[config.mk]
export PLATFORM = sky130hd
export DESIGN_NAME = deadline_ordered_timer_queue
export DESIGN_NICKNAME = d
export VERILOG_FILES = /design/src/sv/dotq_pkg.sv /design/src/sv/dotq_ram.sv /design/src/sv/deadline_ordered_timer_queue.sv
export SDC_FILE = /design/constraint.sdc
export NUM_CORES = 2
export LEC_CHECK = 0
export BUFFER_PORTS_ARGS = -buffer_cell sky130_fd_sc_hd__clkbuf_2
export CORE_UTILIZATION = 30
export CTS_CLUSTER_DIAMETER = 120
export DETAILED_ROUTE_END_ITERATION = 10
export SLEW_MARGIN = 20
export SYNTH_ARGS = -nofsm -noshare
export SYNTH_HDL_FRONTEND = slang
export SYNTH_SLANG_ARGS = --single-unit
export TNS_END_PERCENT = 50
[constraint.sdc]
create_clock -name clk -period 9.3 [get_ports clk]
set_input_delay 0.93 -clock clk [delete_from_list [all_inputs] [get_ports clk]]
set_output_delay 0.93 -clock clk [all_outputs]
set_load 0.01 [all_outputs]
[src/sv/dotq_pkg.sv]
// Shared types and codes for the deadline-ordered timer queue.
package dotq_pkg;

  typedef enum logic [1:0] {
    CMD_SCHEDULE = 2'd0,
    CMD_TICK     = 2'd1,
    CMD_QUERY    = 2'd2
  } cmd_t;

  typedef struct packed {
    logic [63:0] deadline;
    logic [31:0] handle;
  } entry_t;

  // result word, listed from the highest bit down
  typedef struct packed {
    logic [31:0] registration_number;
    logic        overflow;
    logic [4:0]  queued_count;
    logic        pending;
    logic [31:0] fired_handle;
    logic        fired;
  } result_t;

endpackage

[src/sv/dotq_ram.sv]
// Generic single-write, single-read RAM with registered read data.
module dotq_ram #(
  parameter int WIDTH = 96,
  parameter int DEPTH = 16
) (
  input  logic                     clk,
  input  logic                     we,
  input  logic [$clog2(DEPTH)-1:0] waddr,
  input  logic [WIDTH-1:0]         wdata,
  input  logic [$clog2(DEPTH)-1:0] raddr,
  output logic [WIDTH-1:0]         rdata
);

  logic [WIDTH-1:0] mem [DEPTH];

  always_ff @(posedge clk) begin
    if (we) begin
      mem[waddr] <= wdata;
    end
    rdata <= mem[raddr];  // read-first on address collision
  end

endmodule

[src/sv/deadline_ordered_timer_queue.sv]
// Top level of the deadline-ordered timer queue.
//
// Usage: one request enters on the s_axis channel (tuser = command, tdata =
// delay and callback handle) and exactly one status word leaves on m_axis.
// A schedule request clamps its delay to at least 1 ms, adds it to the
// current time and inserts the timer behind every entry whose deadline is
// earlier or equal. The insert walks the circular buffer from the tail
// toward the head, one entry per cycle through the shared deadline
// comparator, moving later entries up by one slot; a request that passes
// every entry writes the timer into the new head slot in a place step. A
// tick advances time by 1 ms and pops at most the head entry if it has
// expired; on an empty queue it skips the check. Query and overflow go
// straight to the result step.
// The block takes one request at a time; s_axis_tready is high only when
// it is idle. A finished result sits in the output register while the next
// request is accepted; if the receiver stalls with a result still held, the
// block waits before loading the next one.
// Reset (rst, synchronous) zeroes time, count and registration number. The
// timer RAM holds no reset value; only data from occupied slots is used.
module deadline_ordered_timer_queue #(
  parameter int QUEUE_DEPTH = 16
) (
  input  logic        clk,
  input  logic        rst,
  input  logic        s_axis_tvalid,
  output logic        s_axis_tready,
  input  logic [63:0] s_axis_tdata,   // [31:0] delay (signed), [63:32] callback_handle
  input  logic [1:0]  s_axis_tuser,   // [1:0] command
  output logic        m_axis_tvalid,
  input  logic        m_axis_tready,
  // [0] fired, [32:1] fired_handle, [33] pending, [38:34] queued_count,
  // [39] overflow, [71:40] registration_number
  output logic [71:0] m_axis_tdata
);

  localparam int PW = $clog2(QUEUE_DEPTH);
  localparam int CW = $clog2(QUEUE_DEPTH + 1);

  typedef enum logic [2:0] {
    ST_IDLE,
    ST_WALK,
    ST_PLACE,
    ST_TICK_CHK,
    ST_RESULT
  } state_t;

  function automatic logic [PW-1:0] ptr_inc(input logic [PW-1:0] p);
    return (p == PW'(QUEUE_DEPTH - 1)) ? '0 : p + PW'(1);
  endfunction

  function automatic logic [PW-1:0] ptr_dec(input logic [PW-1:0] p);
    return (p == '0) ? PW'(QUEUE_DEPTH - 1) : p - PW'(1);
  endfunction

  state_t           state;
  logic [63:0]      current_time;
  logic [PW-1:0]    head;
  logic [PW-1:0]    tail;
  logic [CW-1:0]    count;
  logic [31:0]      issue_number;
  logic [63:0]      new_deadline;
  logic [31:0]      new_handle;
  logic [PW-1:0]    walk_addr;
  logic [PW-1:0]    place_addr;
  logic [CW-1:0]    remaining;
  logic             res_fired;
  logic [31:0]      res_handle;
  logic             res_overflow;

  // RAM port
  logic             ram_we;
  logic [PW-1:0]    ram_waddr;
  dotq_pkg::entry_t ram_wdata;
  logic [PW-1:0]    ram_raddr;
  dotq_pkg::entry_t ram_rdata;

  // request decode
  logic             in_accept;
  logic signed [31:0] in_delay;
  logic [31:0]      delay_clamped;
  logic [63:0]      deadline_calc;
  logic             queue_full;

  // shared comparator: walk compares against the new deadline, tick against time
  logic [63:0]      cmp_ref;
  logic             head_le_ref;

  dotq_pkg::result_t result_word;
  logic [31:0]       count_wide;

  assign s_axis_tready = (state == ST_IDLE);
  assign in_accept     = s_axis_tvalid && s_axis_tready;
  assign in_delay      = s_axis_tdata[31:0];
  assign delay_clamped = (in_delay < 32'sd1) ? 32'd1 : s_axis_tdata[31:0];
  assign deadline_calc = current_time + {32'd0, delay_clamped};
  assign queue_full    = (count == CW'(QUEUE_DEPTH));

  assign cmp_ref     = (state == ST_WALK) ? new_deadline : current_time;
  assign head_le_ref = (ram_rdata.deadline <= cmp_ref);

  assign count_wide                       = 32'(count);
  assign result_word.registration_number  = issue_number;
  assign result_word.overflow             = res_overflow;
  assign result_word.queued_count         = count_wide[4:0];
  assign result_word.pending              = (count != '0);
  assign result_word.fired_handle         = res_handle;
  assign result_word.fired                = res_fired;

  dotq_ram #(
    .WIDTH ($bits(dotq_pkg::entry_t)),
    .DEPTH (QUEUE_DEPTH)
  ) u_store (
    .clk   (clk),
    .we    (ram_we),
    .waddr (ram_waddr),
    .wdata (ram_wdata),
    .raddr (ram_raddr),
    .rdata (ram_rdata)
  );

  always_comb begin
    ram_we    = 1'b0;
    ram_waddr = place_addr;
    ram_wdata = '{deadline: new_deadline, handle: new_handle};
    ram_raddr = head;
    unique case (state)
      ST_IDLE: begin
        // schedule starts reading the last entry; tick reads the head
        if (in_accept && s_axis_tuser == dotq_pkg::CMD_SCHEDULE) begin
          ram_raddr = ptr_dec(tail);
        end
      end
      ST_WALK: begin
        ram_we    = 1'b1;
        ram_waddr = ptr_inc(walk_addr);
        if (!head_le_ref) begin
          ram_wdata = ram_rdata;  // later entry moves up one slot
        end
        ram_raddr = ptr_dec(walk_addr);
      end
      ST_PLACE: begin
        ram_we = 1'b1;
      end
      ST_TICK_CHK, ST_RESULT: begin
      end
      default: begin
      end
    endcase
  end

  always_ff @(posedge clk) begin
    if (rst) begin
      state         <= ST_IDLE;
      current_time  <= '0;
      head          <= '0;
      tail          <= '0;
      count         <= '0;
      issue_number  <= '0;
      m_axis_tvalid <= 1'b0;
    end else begin
      // the result state reloads or holds the output register itself
      if (m_axis_tvalid && m_axis_tready && state != ST_RESULT) begin
        m_axis_tvalid <= 1'b0;
      end
      unique case (state)
        ST_IDLE: begin
          if (in_accept) begin
            res_fired    <= 1'b0;
            res_handle   <= '0;
            res_overflow <= 1'b0;
            new_deadline <= deadline_calc;
            new_handle   <= s_axis_tdata[63:32];
            place_addr   <= tail;
            walk_addr    <= ptr_dec(tail);
            remaining    <= count;
            unique case (s_axis_tuser)
              dotq_pkg::CMD_SCHEDULE: begin
                if (queue_full) begin
                  res_overflow <= 1'b1;
                  state        <= ST_RESULT;
                end else if (count == '0) begin
                  state <= ST_PLACE;
                end else begin
                  state <= ST_WALK;
                end
              end
              dotq_pkg::CMD_TICK: begin
                current_time <= current_time + 64'd1;
                state        <= (count == '0) ? ST_RESULT : ST_TICK_CHK;
              end
              default: begin
                state <= ST_RESULT;  // query and the unused code
              end
            endcase
          end
        end
        ST_WALK: begin
          if (head_le_ref) begin
            // new timer lands just above this entry
            tail         <= ptr_inc(tail);
            count        <= count + CW'(1);
            issue_number <= issue_number + 32'd1;
            state        <= ST_RESULT;
          end else if (remaining == CW'(1)) begin
            place_addr <= walk_addr;  // passed every entry: new head slot
            state      <= ST_PLACE;
          end else begin
            walk_addr <= ptr_dec(walk_addr);
            remaining <= remaining - CW'(1);
          end
        end
        ST_PLACE: begin
          tail         <= ptr_inc(tail);
          count        <= count + CW'(1);
          issue_number <= issue_number + 32'd1;
          state        <= ST_RESULT;
        end
        ST_TICK_CHK: begin
          if (head_le_ref) begin
            res_fired  <= 1'b1;
            res_handle <= ram_rdata.handle;
            head       <= ptr_inc(head);
            count      <= count - CW'(1);
          end
          state <= ST_RESULT;
        end
        ST_RESULT: begin
          if (!m_axis_tvalid || m_axis_tready) begin
            m_axis_tdata  <= result_word;
            m_axis_tvalid <= 1'b1;
            state         <= ST_IDLE;
          end
        end
        default: begin
          state <= ST_IDLE;
        end
      endcase
    end
  end

endmodule

==> impl_metrics.py <==
metrics = {
    "run_status": {
        "outcome": "complete, no violations",
    },
    "clocking": {
        "numCtsBuffers": 194,
        "cts_tree": "built",
        "clk_pin_slew_ns": 0.07,
        "post_cts_buffers": 0,
        "cts_sinks": 1960,
        "clockBufferDepth": 3,
        "clk_latency_ns": 0.87,
        "cts-htree-levels": 4,
        "postCtsHoldBufs": 0,
        "cts_root_buffer": "clkbuf_16",
        "cts_resized": 0,
    },
    "critical_path": {
        "worstReg2RegEnd": "u_store.mem[0][12]",
        "crit_end": "u_store.mem[0][12]",
        "worst_ep_arrival_time_ns": 7.75,
        "required_ns": 9.85,
        "path_max_fanout": 31,
        "worstSetupEndpointType": "flop",
        "rr_worst_depth": 14,
        "r2r_start": "state[0]",
        "critPathKind": "flop to flop",
        "r2r_slack_ns": 2.10,
        "start_kind": "flop",
        "startpoint": "state[0]",
    },
    "synth": {
        "synth_seq_cells": 1960,
        "ys_warn_count": 0,
        "synth-async-reset-ratio_pct": 0,
        "synth_edf_count": 1751,
        "synthTopCellsByArea": "edfxtp_1, dfxtp_1, nand2_1",
        "syn_nets": 6369,
        "synth_top_cell_by_area": "edfxtp_1",
        "syn_avg_cell_area_um2": 13.00,
        "yosysMostFrequentCell": "edfxtp_1",
        "yosysSeqAreaShare_pct": 70.59,
        "synthTopCellsByCount": "edfxtp_1, nand2_1, nor2_1, nand3_1, and2_1",
        "synthCells": 6187,
        "yosysTopAreaCellShare_pct": 65.39,
        "ys_types": 77,
        "synth_flop_cell": "edfxtp_1",
        "synth_area_um2": 80410,
    },
    "floorplan": {
        "die_height_um": 519.7,
        "coreArea_um2": 265800,
        "num_io_pins": 144,
        "initial_core_util_pct": 30.25,
        "die_width_um": 519.7,
        "die_area_um2": 270100,
        "rows": 189,
    },
    "hold_path": {
        "hold_path.class": "input pin to flop",
        "hold_path.startpoint": "s_axis_tdata[33]",
    },
    "global_route": {
        "grt_max_degree": 231,
        "grtUsageMet2_pct": 23.76,
        "grt_pass1_wl_um": 307000,
        "grt_pass1_vias": 47622,
        "use_met3_pct": 2.202,
        "overflow": 0,
        "grt_util_met1_pct": 21.26,
        "gr-usage-all-layers_pct": 14.93,
        "grt.busiest_layer": "met2",
        "grt_antenna_before_repair": 7,
    },
    "final_layout": {
        "fin_cells": 9927,
        "area_growth_pct": 13.70,
        "nNetsFinal": 6401,
        "nFillCells": 25533,
        "layout-drive-gt1-share_pct": 10.53,
    },
    "timing": {
        "finClkSkew_ns": 0.08510,
        "tns_ns": 0,
        "setup_violations": 0,
        "timing.final.crit_period_ns": 7.202,
        "relSlewSlack_pct": 21.76,
        "drv_slew": 0,
        "post-route-period-util_pct": 77.44,
        "grt_setup_unrepaired": "no",
        "clock.fmax_mhz": 138.9,
        "tightest_slew_ns": 1.174,
        "timing_hold_violations_final": 0,
    },
    "routing": {
        "drc": 0,
        "wl_per_cell_um": 20.92,
        "vias_per_cell": 5.061,
        "wl_um": 207700,
        "ant_nets": 0,
        "vias": 50239,
        "dr.pass1.iters": 6,
        "drt_iter0_drc": 5229,
    },
    "placement": {
        "place_hpwl_um": 102800,
        "numPortBuffers": 143,
        "dp_cells": 9555,
        "gp_congestion": 0.8301,
    },
    "power_and_ir_drop": {
        "powerDensity_nw_per_um2": 224.4,
        "peakVddDrop_uv": 162.8,
        "p_leak_nw": 29.98,
    },
    "run": {
        "maxCapViolations": 0,
    },
}
-- metal layers --
| metal | wire [um] | vias up |
|---|---|---|
| li1 | - | 22932 |
| met1 | 93460 | 25203 |
| met2 | 95650 | 1818 |
| met3 | 14570 | 280 |
| met4 | 3950 | 6 |
| met5 | 36 | - |
-- critical path: stages, from the launching register on --
cell	delay [ns]
dfxtp_1	0.62
inv_1	0.16
nor3_2	0.60
buf_4	0.39
mux2i_1	0.12
ha_1	0.31
nand4_1	0.16
nor4_1	0.88
nand4_1	0.68
nor4_2	0.80
o41ai_1	0.34
o21ai_1	0.25
o21a_4	0.34
buf_4	0.61
mux2_2	0.53
-- state kept, by name (all words and copies together), names as in the netlist, 3 cells and up --
register,cells
u_store.mem,1536
u_store.rdata,96
m_axis_tdata,72
current_time,64
new_deadline,64
issue_number,32
new_handle,32
res_handle,32
count,5
remaining,5
head,4
place_addr,4
tail,4
walk_addr,4
state,3
-- cell families (layout without fill, tap and decap cells) --
| family | count (synthesis) | in the layout | synth area share, % |
|---|---|---|---|
| AO/OA/AOI/OAI | 1060 | 1060 | 8.759 |
| XOR/XNOR | 124 | 124 | 1.351 |
| adder cells (fa/ha/maj) | 112 | 112 | 1.761 |
| buffers and inverters | 402 | 608 | 2.224 |
| flip-flops | 1960 | 1960 | 70.59 |
| multiplexers | 176 | 176 | 2.367 |
| other | 0 | 1 | 0 |
| AND/OR/NAND/NOR | 2353 | 2353 | 12.94 |
-- layout make-up --
cell class / instances / area (um^2) / share of cell area [%]
sequential: 1960 / 56760 / 62.09
multi-input combinational: 3825 / 22060 / 24.13
clock buffer: 265 / 5375 / 5.879
tap: 3533 / 4420 / 4.835
timing repair buffer: 214 / 1563 / 1.709
clock inverter: 105 / 1149 / 1.256
inverter: 24 / 90.09 / 0.09853
antenna: 1 / 2.502 / 0.002737
-- worst min path at each step --
| stage | slack, ns | end | cells after the start |
|---|---|---|---|
| after floorplan | 0.40 | m_axis_tdata[0] | 0 |
| after global placement | 0.40 | m_axis_tdata[16] | 0 |
| after detailed placement | 0.40 | m_axis_tdata[13] | 0 |
| after CTS | 0.17 | new_handle[22] | 1 |
| after global routing | 0.20 | new_handle[18] | 1 |
| final | 0.24 | new_handle[1] | 1 |
-- placed cells by master (no fill, tap or decap), drive strengths merged, types with 16 or more instances in the layout --
master,count
or3,24
inv,31
a31oi,206
xor2,74
nand3,252
nand2,878
o22ai,98
a21oi,113
nor2,738
mux2i,63
clkbuf,407
clkinv,76
xnor2,50
a211oi,196
nand4,44
buf,72
and2,235
a21o,42
dfxtp,209
o21ai,244
ha,110
nor2b,55
a221o,101
and3,27
nor4,20
nor3,29
bufinv,16
edfxtp,1751
mux2,113
-- where the power goes --
group / leakage (nW) / switching (mW) / internal [mW]
clock network: 3.18 / 3.38 / 4.53
logic: 9.27 / 1.55 / 0.738
registers: 17.5 / 0.249 / 10.1
total: 30.0 / 5.18 / 15.3
-- stage by stage --
step | power [mW] | utilization [%] | setup slack, ns | hold WS [ns] | instance area, um^2
after floorplan | 11.97 | - | 2.071 | 0.4003 | 80410
after global placement | 12.72 | 31.93 | 2.419 | 0.4006 | 84860
after detailed placement | 12.77 | 31.93 | 2.088 | 0.4045 | 84870
after CTS | 20.64 | 34.39 | 2.076 | 0.1706 | 91400
after global routing | 21.24 | 34.40 | 1.815 | 0.2002 | 91430
final | 20.51 | 34.40 | 2.098 | 0.2374 | 91430
(Power assumes the default switching activity.)
